### src/hw/rtl/fis_pkg.sv
// Package for the fault isolation supervisor: health codes, event opcodes,
// register indexes and field widths. No dependencies.
`default_nettype none

package fis_pkg;

	// Width of the elapsed-tick counter (legal range 8 to 32)
	localparam int TICK_COUNT_WIDTH = 16;

	localparam int OPCODE_W   = 3;
	localparam int HEALTH_W   = 3;
	localparam int FAIL_W     = 16;
	localparam int ATTEMPT_W  = 8;
	localparam int DELAY_W    = 16;
	localparam int CFG_IDX_W  = 2;
	localparam int CFG_DATA_W = 16;

	// Width in which elapsed ticks and the delay register are compared
	localparam int TICK_CMP_W = (TICK_COUNT_WIDTH > DELAY_W) ? TICK_COUNT_WIDTH : DELAY_W;

	typedef enum logic [HEALTH_W-1:0] {
		HEALTHY    = 3'd0,
		DEGRADED   = 3'd1,
		SUSPENDED  = 3'd2,
		RECOVERING = 3'd3,
		TERMINATED = 3'd4
	} health_t;

	localparam logic [OPCODE_W-1:0] OP_SUCCESS    = 3'd0;
	localparam logic [OPCODE_W-1:0] OP_FAILURE    = 3'd1;
	localparam logic [OPCODE_W-1:0] OP_TICK       = 3'd2;
	localparam logic [OPCODE_W-1:0] OP_BEGIN_RCVR = 3'd3;
	localparam logic [OPCODE_W-1:0] OP_END_RCVR   = 3'd4;
	localparam logic [OPCODE_W-1:0] OP_CLEAR      = 3'd5;

	localparam logic [CFG_IDX_W-1:0] REG_FAIL_THRESHOLD = 2'd0;
	localparam logic [CFG_IDX_W-1:0] REG_RECOVERY_DELAY = 2'd1;
	localparam logic [CFG_IDX_W-1:0] REG_MAX_ATTEMPTS   = 2'd2;

	localparam logic [FAIL_W-1:0]    FAIL_THRESHOLD_RST = 16'd20;
	localparam logic [DELAY_W-1:0]   RECOVERY_DELAY_RST = 16'd1000;
	localparam logic [ATTEMPT_W-1:0] MAX_ATTEMPTS_RST   = 8'd3;

endpackage

`default_nettype wire

### src/hw/rtl/fis_evt_if.sv
// Event channel of the fault isolation supervisor: valid/ready plus event fields.
// Depends on fis_pkg.
`default_nettype none

interface fis_evt_if;
	logic                          valid;
	logic                          ready;
	logic [fis_pkg::OPCODE_W-1:0]  opcode;
	logic                          recovery_ok;

	modport source (output valid, output opcode, output recovery_ok, input ready);
	modport sink   (input valid, input opcode, input recovery_ok, output ready);
endinterface

`default_nettype wire

### src/hw/rtl/fis_rpt_if.sv
// Status report channel of the fault isolation supervisor: valid/ready plus status fields.
// Depends on fis_pkg.
`default_nettype none

interface fis_rpt_if;
	logic                          valid;
	logic                          ready;
	logic [fis_pkg::HEALTH_W-1:0]  health_code;
	logic                          may_process;
	logic                          may_recover;
	logic                          recovery_granted;
	logic [fis_pkg::FAIL_W-1:0]    failure_total;
	logic [fis_pkg::ATTEMPT_W-1:0] attempt_total;

	modport source (output valid, output health_code, output may_process, output may_recover,
		output recovery_granted, output failure_total, output attempt_total, input ready);
	modport sink   (input valid, input health_code, input may_process, input may_recover,
		input recovery_granted, input failure_total, input attempt_total, output ready);
endinterface

`default_nettype wire

### src/hw/rtl/fis_cfg_if.sv
// Register write channel of the fault isolation supervisor: valid/ready, index, data.
// Depends on fis_pkg.
`default_nettype none

interface fis_cfg_if;
	logic                            valid;
	logic                            ready;
	logic [fis_pkg::CFG_IDX_W-1:0]   reg_index;
	logic [fis_pkg::CFG_DATA_W-1:0]  data;

	modport source (output valid, output reg_index, output data, input ready);
	modport sink   (input valid, input reg_index, input data, output ready);
endinterface

`default_nettype wire

### src/hw/rtl/fault_isolation_supervisor.sv
// Fault isolation supervisor top level: circuit breaker with a retry limit.
// Depends on fis_pkg, fis_evt_if, fis_rpt_if and fis_cfg_if.
//
// The block takes one event per transfer on evt (success, failure, tick, begin
// recovery, end recovery, clear; unused opcodes only report) and returns exactly
// one status report per event on rpt, showing the state after that event. It
// sustains one event per clock cycle while rpt stays ready: an event is captured
// in the input stage (_s1), the next health state and counters are worked out in
// one pass of compare and increment logic against the state registers, and the
// report is held in the result register (_s2) until rpt transfers. The loop that
// sets the rate is the state register feedback through that single pass.
// evt.ready drops only while a captured event waits behind an untaken report.
// Registers are written through cfg (index 0 failure threshold, 1 recovery delay
// in ticks, 2 max recovery attempts; index 3 is ignored), which is always ready;
// write them only while no event is in flight. Clear resets health and counters
// but keeps registers.
`default_nettype none

module fault_isolation_supervisor (
	input  wire          clk,
	input  wire          arst_n,
	fis_evt_if.sink      evt,
	fis_rpt_if.source    rpt,
	fis_cfg_if.sink      cfg
);

	localparam int TW = fis_pkg::TICK_COUNT_WIDTH;
	localparam int CW = fis_pkg::TICK_CMP_W;

	// Configuration registers
	logic [fis_pkg::FAIL_W-1:0]    fail_threshold_q;
	logic [fis_pkg::DELAY_W-1:0]   recovery_delay_q;
	logic [fis_pkg::ATTEMPT_W-1:0] max_attempts_q;

	// Supervisor state
	fis_pkg::health_t              health_q;
	logic [fis_pkg::FAIL_W-1:0]    fail_cnt_q;
	logic [fis_pkg::ATTEMPT_W-1:0] attempt_cnt_q;
	logic [TW-1:0]                 elapsed_q;

	// Input stage
	logic                          valid_s1;
	logic [fis_pkg::OPCODE_W-1:0]  opcode_s1;
	logic                          recovery_ok_s1;

	// Result stage
	logic                          valid_s2;
	fis_pkg::health_t              health_s2;
	logic                          may_process_s2;
	logic                          may_recover_s2;
	logic                          granted_s2;
	logic [fis_pkg::FAIL_W-1:0]    fail_total_s2;
	logic [fis_pkg::ATTEMPT_W-1:0] attempt_total_s2;

	// Next-state logic
	fis_pkg::health_t              health_nxt;
	logic [fis_pkg::FAIL_W-1:0]    fail_cnt_nxt;
	logic [fis_pkg::ATTEMPT_W-1:0] attempt_cnt_nxt;
	logic [TW-1:0]                 elapsed_nxt;
	logic                          granted_nxt;
	logic [fis_pkg::FAIL_W-1:0]    fail_inc;
	logic [fis_pkg::ATTEMPT_W-1:0] attempt_inc;
	logic [TW-1:0]                 elapsed_inc;
	logic                          attempts_used_up;
	logic                          may_recover_nxt;

	logic advance_s1;
	logic take_evt;

	// Advance the input stage when the result register is free or being taken
	assign advance_s1 = valid_s1 && (!valid_s2 || rpt.ready);
	assign evt.ready  = !valid_s1 || advance_s1;
	assign take_evt   = evt.valid && evt.ready;
	assign cfg.ready  = 1'b1;

	// Saturating increments
	assign fail_inc    = (&fail_cnt_q)    ? fail_cnt_q    : fail_cnt_q + 1'b1;
	assign attempt_inc = (&attempt_cnt_q) ? attempt_cnt_q : attempt_cnt_q + 1'b1;
	assign elapsed_inc = (&elapsed_q)     ? elapsed_q     : elapsed_q + 1'b1;

	assign attempts_used_up = attempt_cnt_q >= max_attempts_q;

	always_comb begin
		health_nxt      = health_q;
		fail_cnt_nxt    = fail_cnt_q;
		attempt_cnt_nxt = attempt_cnt_q;
		elapsed_nxt     = elapsed_q;
		granted_nxt     = 1'b0;
		case (opcode_s1)
			fis_pkg::OP_SUCCESS: begin
				fail_cnt_nxt = '0;
				if (health_q inside {fis_pkg::DEGRADED, fis_pkg::RECOVERING}) begin
					health_nxt      = fis_pkg::HEALTHY;
					attempt_cnt_nxt = '0;
				end
			end
			fis_pkg::OP_FAILURE: begin
				fail_cnt_nxt = fail_inc;
				if (fail_inc >= fail_threshold_q) begin
					// Threshold reached: trip a running block into suspension
					if (health_q inside {fis_pkg::HEALTHY, fis_pkg::DEGRADED}) begin
						health_nxt  = fis_pkg::SUSPENDED;
						elapsed_nxt = '0;
					end
				end else if (health_q == fis_pkg::HEALTHY) begin
					health_nxt = fis_pkg::DEGRADED;
				end
			end
			fis_pkg::OP_TICK: begin
				elapsed_nxt = elapsed_inc;
			end
			fis_pkg::OP_BEGIN_RCVR: begin
				if (health_q == fis_pkg::RECOVERING) begin
					if (attempts_used_up)
						health_nxt = fis_pkg::TERMINATED;
				end else if (health_q == fis_pkg::SUSPENDED) begin
					if (attempts_used_up) begin
						health_nxt = fis_pkg::TERMINATED;
					end else begin
						attempt_cnt_nxt = attempt_inc;
						health_nxt      = fis_pkg::RECOVERING;
						granted_nxt     = 1'b1;
					end
				end
			end
			fis_pkg::OP_END_RCVR: begin
				if (health_q == fis_pkg::RECOVERING) begin
					if (recovery_ok_s1) begin
						health_nxt      = fis_pkg::HEALTHY;
						fail_cnt_nxt    = '0;
						attempt_cnt_nxt = '0;
					end else begin
						// Failed recovery falls back to suspension, or ends it all
						elapsed_nxt = '0;
						health_nxt  = attempts_used_up ? fis_pkg::TERMINATED
							: fis_pkg::SUSPENDED;
					end
				end
			end
			fis_pkg::OP_CLEAR: begin
				health_nxt      = fis_pkg::HEALTHY;
				fail_cnt_nxt    = '0;
				attempt_cnt_nxt = '0;
				elapsed_nxt     = '0;
			end
			default: begin
				// Unused opcodes: report only
			end
		endcase
	end

	assign may_recover_nxt = (health_nxt == fis_pkg::SUSPENDED) &&
		(CW'(elapsed_nxt) >= CW'(recovery_delay_q));

	// Configuration registers
	always_ff @(posedge clk or negedge arst_n) begin
		if (!arst_n) begin
			fail_threshold_q <= fis_pkg::FAIL_THRESHOLD_RST;
			recovery_delay_q <= fis_pkg::RECOVERY_DELAY_RST;
			max_attempts_q   <= fis_pkg::MAX_ATTEMPTS_RST;
		end else if (cfg.valid && cfg.ready) begin
			case (cfg.reg_index)
				fis_pkg::REG_FAIL_THRESHOLD: fail_threshold_q <= cfg.data;
				fis_pkg::REG_RECOVERY_DELAY: recovery_delay_q <= cfg.data;
				fis_pkg::REG_MAX_ATTEMPTS:   max_attempts_q   <= cfg.data[fis_pkg::ATTEMPT_W-1:0];
				default: begin
					// Drop writes to unmapped indexes
				end
			endcase
		end
	end

	// State, stage valids
	always_ff @(posedge clk or negedge arst_n) begin
		if (!arst_n) begin
			health_q      <= fis_pkg::HEALTHY;
			fail_cnt_q    <= '0;
			attempt_cnt_q <= '0;
			elapsed_q     <= '0;
			valid_s1      <= 1'b0;
			valid_s2      <= 1'b0;
		end else begin
			if (advance_s1) begin
				health_q      <= health_nxt;
				fail_cnt_q    <= fail_cnt_nxt;
				attempt_cnt_q <= attempt_cnt_nxt;
				elapsed_q     <= elapsed_nxt;
			end
			if (take_evt)
				valid_s1 <= 1'b1;
			else if (advance_s1)
				valid_s1 <= 1'b0;
			if (advance_s1)
				valid_s2 <= 1'b1;
			else if (rpt.ready)
				valid_s2 <= 1'b0;
		end
	end

	// Payload registers: hold the event and the report
	always_ff @(posedge clk) begin
		if (take_evt) begin
			opcode_s1      <= evt.opcode;
			recovery_ok_s1 <= evt.recovery_ok;
		end
		if (advance_s1) begin
			health_s2        <= health_nxt;
			may_process_s2   <= (health_nxt == fis_pkg::HEALTHY) ||
				(health_nxt == fis_pkg::DEGRADED);
			may_recover_s2   <= may_recover_nxt;
			granted_s2       <= granted_nxt;
			fail_total_s2    <= fail_cnt_nxt;
			attempt_total_s2 <= attempt_cnt_nxt;
		end
	end

	assign rpt.valid            = valid_s2;
	assign rpt.health_code      = health_s2;
	assign rpt.may_process      = may_process_s2;
	assign rpt.may_recover      = may_recover_s2;
	assign rpt.recovery_granted = granted_s2;
	assign rpt.failure_total    = fail_total_s2;
	assign rpt.attempt_total    = attempt_total_s2;

endmodule

`default_nettype wire
### src/flat_wrapper.sv
// flat-port wrapper written by rule: the top's interface ports become plain ports
module fault_isolation_supervisor_flat 
  (clk, arst_n, evt_valid, evt_opcode, evt_recovery_ok, evt_ready, rpt_valid, rpt_health_code, rpt_may_process, rpt_may_recover, rpt_recovery_granted, rpt_failure_total, rpt_attempt_total, rpt_ready, cfg_valid, cfg_reg_index, cfg_data, cfg_ready);
  fis_evt_if evt_i ();
  fis_rpt_if rpt_i ();
  fis_cfg_if cfg_i ();
  input  wire clk;
  input  wire arst_n;
  input wire logic [$bits(evt_i.valid)-1:0] evt_valid;
  input wire logic [$bits(evt_i.opcode)-1:0] evt_opcode;
  input wire logic [$bits(evt_i.recovery_ok)-1:0] evt_recovery_ok;
  output wire logic [$bits(evt_i.ready)-1:0] evt_ready;
  output wire logic [$bits(rpt_i.valid)-1:0] rpt_valid;
  output wire logic [$bits(rpt_i.health_code)-1:0] rpt_health_code;
  output wire logic [$bits(rpt_i.may_process)-1:0] rpt_may_process;
  output wire logic [$bits(rpt_i.may_recover)-1:0] rpt_may_recover;
  output wire logic [$bits(rpt_i.recovery_granted)-1:0] rpt_recovery_granted;
  output wire logic [$bits(rpt_i.failure_total)-1:0] rpt_failure_total;
  output wire logic [$bits(rpt_i.attempt_total)-1:0] rpt_attempt_total;
  input wire logic [$bits(rpt_i.ready)-1:0] rpt_ready;
  input wire logic [$bits(cfg_i.valid)-1:0] cfg_valid;
  input wire logic [$bits(cfg_i.reg_index)-1:0] cfg_reg_index;
  input wire logic [$bits(cfg_i.data)-1:0] cfg_data;
  output wire logic [$bits(cfg_i.ready)-1:0] cfg_ready;
  assign evt_i.valid = evt_valid;
  assign evt_i.opcode = evt_opcode;
  assign evt_i.recovery_ok = evt_recovery_ok;
  assign evt_ready = evt_i.ready;
  assign rpt_valid = rpt_i.valid;
  assign rpt_health_code = rpt_i.health_code;
  assign rpt_may_process = rpt_i.may_process;
  assign rpt_may_recover = rpt_i.may_recover;
  assign rpt_recovery_granted = rpt_i.recovery_granted;
  assign rpt_failure_total = rpt_i.failure_total;
  assign rpt_attempt_total = rpt_i.attempt_total;
  assign rpt_i.ready = rpt_ready;
  assign cfg_i.valid = cfg_valid;
  assign cfg_i.reg_index = cfg_reg_index;
  assign cfg_i.data = cfg_data;
  assign cfg_ready = cfg_i.ready;
  fault_isolation_supervisor u_core (.clk(clk), .arst_n(arst_n), .evt(evt_i), .rpt(rpt_i), .cfg(cfg_i));
endmodule
### config.mk
export PLATFORM = sky130hd
export DESIGN_NAME = fault_isolation_supervisor_flat
export DESIGN_NICKNAME = d
export VERILOG_FILES = /design/src/hw/rtl/fis_pkg.sv /design/src/hw/rtl/fis_evt_if.sv /design/src/hw/rtl/fis_rpt_if.sv /design/src/hw/rtl/fis_cfg_if.sv /design/src/hw/rtl/fault_isolation_supervisor.sv /design/src/flat_wrapper.sv
export SDC_FILE = /design/constraint.sdc
export NUM_CORES = 1
export LEC_CHECK = 0
export BUFFER_PORTS_ARGS = -buffer_cell sky130_fd_sc_hd__buf_2
export CAP_MARGIN = 20
export CORE_ASPECT_RATIO = 1.2
export CORE_UTILIZATION = 55
export CTS_CLUSTER_DIAMETER = 200
export DETAILED_ROUTE_END_ITERATION = 16
export PLACE_DENSITY = 0.74
export SYNTH_ARGS = -nofsm -noshare
export SYNTH_HDL_FRONTEND = slang
export SYNTH_SLANG_ARGS = --single-unit
### constraint.sdc
create_clock -name clk -period 8.9 [get_ports clk]
set_clock_uncertainty 0.05 [all_clocks]
set_input_delay 2.67 -clock clk [delete_from_list [all_inputs] [get_ports clk]]
set_output_delay 2.67 -clock clk [all_outputs]
set_load 0.02 [all_outputs]
==> Word-level counts from Yosys, hierarchy flattened <==
Index checks and enable logic that the tools add are counted.
{ "classes": {"n_lt_le_gt_ge": 3, "addsub": 3, "n_bitwise": 2, "reduce_logical": 24, "n_eq_ne": 12, "muxes": 35} }
{ "op_table": {"columns": ["op", "n"], "rows": [
  ["$mux W16", 8],
  ["$pmux W16 S4", 1],
  ["$mux W8", 7],
  ["$pmux W16 S3", 1],
  ["$mux W3", 11],
  ["$add A16 B1 Y16 const B", 2],
  ["$ge A16 B16 Y1", 2],
  ["$pmux W8 S4", 1],
  ["$reduce_and A16 Y1", 2],
  ["$eq A3 B2 Y1 const B", 5],
  ["$pmux W3 S5", 1],
  ["$eq A3 B1 Y1 const B", 3],
  ["$logic_not A3 Y1", 3],
  ["$add A8 B1 Y8 const B", 1],
  ["$ge A8 B8 Y1", 1],
  ["$reduce_and A8 Y1", 1],
  ["$reduce_bool A2 Y1", 4],
  ["$eq A3 B3 Y1 const B", 2],
  ["$reduce_and A2 Y1", 3],
  ["$mux W1", 5],
  ["$logic_and A1 B1 Y1", 3],
  ["$logic_or A1 B1 Y1", 3],
  ["$reduce_or A3 Y1", 1],
  ["$eq A2 B1 Y1 const B", 1],
  ["other kinds (5)", 7]
]} }
{ "word_totals": {"register_bits": 119, "in_bits": 27, "elab_cells": 96, "out_inout_bits": 33} }

==> Depth between registers and ports, before layout <==
{ "logic_depth": {"word_depth": 7, "depth_mapped": 22, "depth_no_buf": 20} }

==> Worst setup path after synthesis <==
No wires, ideal clock.
{ "synth_timing": {"path_kind": "input -> output", "start": "input port rpt_ready", "end": "output port evt_ready", "cell_stages": 1, "t_required_ns": 6.180, "t_arrival_ns": 2.948, "setup_slack_ns": 3.232, "n_path_buf": 0, "path_cell_list": "nand3b_1"} }
{ "synth_between": {"elab_chain_cells": 3} }
{ "synth_rtl": {"columns": ["element", "line", "rtl"], "rows": [
  ["start: declaration", "flat_wrapper.sv:20", "input wire logic [$bits(rpt_i.ready)-1:0] rpt_ready;"],
  ["$logic_or A1 B1 Y1", "fault_isolation_supervisor.sv:71", "assign advance_s1 = valid_s1 && (!valid_s2 || rpt.ready);"],
  ["$logic_and A1 B1 Y1", "fault_isolation_supervisor.sv:71", null],
  ["$logic_or A1 B1 Y1", "fault_isolation_supervisor.sv:72", "assign evt.ready = !valid_s1 || advance_s1;"],
  ["end: declaration", "flat_wrapper.sv:12", "output wire logic [$bits(evt_i.ready)-1:0] evt_ready;"]
]} }
Every way passes these cells.

==> Final worst setup path <==
Same ends and word-level chain as after synthesis.

==> results.txt <==
The number of top-level design ports is 60. The deepest clock path buffer count is 2. The worst path arrival time is 3150 ps. In this run the static leakage power is 3.60 nW. The fraction of registers with async set/reset came out at a little under three quarters. The post-layout net count is 911. The maximum frequency from static timing analysis is 170 MHz. The layout cell share with drive strength beyond 1 is 17.2%. The number of flops mapped to enable cells by yosys came out at 34. Row generation in the floorplan step produced 45 rows. In this run the cell area of the synthesized design comes to 7370 sq um. Measured along the x axis, the die boundary spans roughly 110 microns. Among cell families on the critical path, the largest total delay comes from buffers and inverters. The number of input and output port buffers inserted is 58. Walking the worst path, the cells encountered are buf_2 -> nand3b_1 -> buf_2. For this run, design rule violations remaining after detail routing come to 0.

The total die area came out at 13900 sq um. The launching point of the worst reg2reg path is u_core.fail_cnt_q[0]$_DFFE_PN0P_. In this run the worst hold path is classified as reg2reg. The total congestion overflow after global routing is 0. For the worst setup path, the data required time is 6180 ps. The critical path start-end classification is in2out. The number of warnings printed during yosys synthesis is 0.

The main flop type after synthesis is dfrtp_1. In the layout the commonest cells are nand2_1 (87), dfrtp_1 (75), a21oi_1 (58), o21ai_0 (58), buf_2 (57). The cell at the slowest stage of the critical path is nand3b_1. For this run, the slowest stage of the critical path takes 190 ps. The number of antenna cells inserted came out at 0. Of the total synthesized cell area, the portion taken by full adders, half adders and majority gates is 7.30%. For this configuration, the core starts out at a cell density of 57.4%. The commonest non-fill, non-tap cell in the layout is nand2_1. The buffers inserted during post-CTS setup optimization is 0. After detailed routing, the average wire length per cell comes to about 17 microns. The startpoint identified for the worst hold timing path is u_core.valid_s1$_DFFE_PN0P_.

The area growth from synthesis to layout is 12.3%. The number of buffers created by CTS is 17. The worst setup margin came out at between 3000 and 4000 ps. The cell type with the highest occurrence count on the critical path is buf_2. The CTS H-tree depth came out at 4.

TritonCTS built the clock tree. The number of DRC violations after detailed-routing iteration 0 is 448. The final HPWL from detailed placement is 12600 microns. Timing analysis after detailed placement gives a worst setup slack of between 3000 and 4000 ps. The first-pass detailed-route iteration total is 6. The peak supply drop is around 0.11 mV.

The final route contains between 6000 and 7000 vias. The pin count of the biggest net entering global routing came out at 48. The register-to-register path setup slack is 3330 ps. The worst setup path is captured at an output port.

The clock transition at the registers of the reported paths came out at about 60 ps. The number of nets with antenna violations after routing is 0. When the netlist entered floorplanning its net count stood at 872. The largest fanout on the critical path is 3. The number of vias per cell after detailed routing came out at 6.22. The combined buffer and inverter count along the critical path came out at 2. The number of global-route vias before repair is about 6000. After technology mapping, the gate count stands at 802. The filler cell count in the final layout is between 1000 and 1500. Clock tree synthesis found a total of about 120 sinks.

The total of max-cap violations is 0. The aggregate negative setup slack came out at 0 ps. The number of pins with negative max-slew slack in the final report came out at 0.

After synthesis, the largest family of logic cells by area is compound AO/OA/AOI/OAI gates. The cell sitting at the root of the clock tree is a clkbuf_16. The final hold violation count came out at 0. After layout, the minimum clock period comes to 5870 ps. The sequential cell area fraction in the yosys report came out at 42.9%. The final clock period utilization by the worst path is 65.9%. The flow ran to the end, and the final reports show no timing, DRC or antenna violations. The total power density per cell area came out at 202 nW/um^2. The simple-gate area share of the yosys netlist is between 15 and 20%. The global placer's final weighted congestion came out at between 0.9 and 1. The count of instances resized after the clock tree is built is 0. The later pin in the worst-skew pair is clocked with a latency of 420 ps. In the synthesized netlist, mux cells make up 5.61% of the area. After synthesis, the mean cell area works out to between 9 and 10 sq um.

The vertical die dimension came out at 129 microns. The critical path launch point type is an input pin. The final setup violation count is 0. The number of buffers inserted by hold repair at cts came out at 0. Across every metal layer, demand over resource in global routing totals ~27%. The max-slew headroom at the worst pin came out at 38.1%.

The global-route wire length before repair is 29100 microns. The number of different library cells used by synthesis comes to approximately 70. After Yosys synthesis, XOR and XNOR cells account for 1.19% of the synthesized area. The critical path starts at rpt_ready. The routed wire length is approximately 18000 microns. The complex-gate fraction of the synthesized area is between 20% and 30%. The core box area is 12800 sq um. The initial antenna violation count is 0.

The register bit count reported by yosys is 119. Setup repair after global routing left no endpoint under its margin. The actual slew at the worst max-slew pin came out at 925 ps.
-- worst reg2reg max path, stage by stage (launching register included) --
cell	delay (ps)
dfrtp_1	480
ha_1	320
nand2_1	160
nor2_1	360
nand2_1	310
nand3_1	220
xnor2_1	90
ha_1	320
nand4_1	180
or3_1	390
a221o_1	290
and3_4	210
o21ai_2	510
a31oi_1	210
ha_1	340
a21o_1	180
a21o_1	170
a21oi_1	140
o21ai_0	120
a21oi_1	190
nor4b_2	70
-- flip-flops by register name (all words and copies together), names as in the netlist, 3 cells and up --
| register | cells |
|---|---|
| u_core.elapsed_q | 16 |
| u_core.fail_cnt_q | 16 |
| u_core.fail_threshold_q | 16 |
| u_core.recovery_delay_q | 16 |
| u_core.rpt.failure_total | 16 |
| u_core.attempt_cnt_q | 8 |
| u_core.max_attempts_q | 8 |
| u_core.rpt.attempt_total | 8 |
| u_core.health_q | 3 |
| u_core.opcode_s1 | 3 |
| u_core.rpt.health_code | 3 |
-- cells in the mapped netlist (3+ instances only) --
library cell / count / area share [%]
o21ai_1: 8 / 0.54
xnor2_1: 5 / 0.59
or2_2: 4 / 0.34
and2_1: 5 / 0.42
nand4_1: 14 / 1.2
a211oi_1: 7 / 0.71
a21oi_1: 58 / 3.9
a21o_1: 12 / 1.2
mux2i_1: 12 / 1.6
or3_1: 4 / 0.34
dfstp_2: 10 / 3.6
nor3b_1: 4 / 0.41
or2_1: 3 / 0.25
edfxtp_1: 34 / 14
clkbuf_1: 36 / 1.8
o21a_1: 4 / 0.41
xor2_1: 5 / 0.59
a31oi_1: 19 / 1.6
a41oi_1: 5 / 0.59
o211ai_1: 6 / 0.61
nor2_1: 52 / 2.6
nand3b_1: 5 / 0.51
a31o_2: 3 / 0.36
inv_1: 48 / 2.4
and3_1: 16 / 1.4
nor4_1: 4 / 0.34
nand2b_1: 8 / 0.68
dfrtp_1: 75 / 25
o31ai_1: 9 / 0.92
buf_2: 6 / 0.41
nand2_1: 87 / 4.4
nand3_1: 26 / 1.8
o21ai_0: 58 / 3.9
ha_1: 43 / 7.3
o2bb2ai_1: 12 / 1.4
nor3_1: 21 / 1.4
nor2b_1: 3 / 0.25
mux2_2: 26 / 4.0
-- cell families after synthesis --
| family | count (synthesis) |
|---|---|
| muxes | 38 |
| AOI/OAI and AO/OA | 232 |
| DFF | 119 |
| adders and majority gates | 43 |
| and+or+nand+nor | 264 |
| other | 1 |
| xor gates and xnor gates | 10 |
| buffers and inverters | 95 |
-- path summary, 6_finish.rpt --
check,to,depth (start not counted)
setup / recovery,evt_ready,3
hold / removal,u_core.rpt.valid$_DFFE_PN0P_,1
setup reg to reg,u_core.rpt.may_recover$_DFFE_PP_,20
hold reg to reg,u_core.rpt.valid$_DFFE_PN0P_,1
max in group asynchronous,u_core.fail_threshold_q[1]$_DFFE_PN0P_,2
min in group asynchronous,u_core.elapsed_q[6]$_DFFE_PN0P_,1
-- cell type report --
class                   count  area [sq um]  share of cell area (%)
clock buffers              23           448                    5.41
clock inverters             9          81.3                   0.983
inverters                  49           184                    2.22
multi-input cells         588          3840                    46.4
flip-flops and latches    119          3160                    38.2
well taps                 164           205                    2.48
repair buffers             66           353                    4.26
-- metal layers --
metal  wire (microns)  part of all wire [%]  vias to the layer above  GRT usage [%]
met5                0                     0                        -              0
met4              500                   2.8                        0           12.7
met3             1030                   5.8                       54           5.93
met2             8960                    51                      272           46.6
met1             7210                    41                     2986           32.5
li1                 -                     -                     3018              -
-- through the flow --
stage,std cells,area (sq um),util [%],total power [mW],hold slack (ps)
floorplan,802,7370,-,0.951,407
global placement,986,7750,60.3,1.04,426
detailed placement,986,7750,60.3,1.05,444
CTS,1018,8280,64.5,1.68,453
global route,1018,8280,64.5,1.75,472
finish,1018,8280,64.5,1.67,451
-- report_power, final --
part           internal (mW)  switching, mW  leakage [nW]  total [mW]
clock network          0.381          0.241         0.251       0.622
registers              0.645         0.0567          1.41       0.702
logic                  0.135          0.213          1.94       0.348
Note: power is estimated with default switching activity, not from simulation.
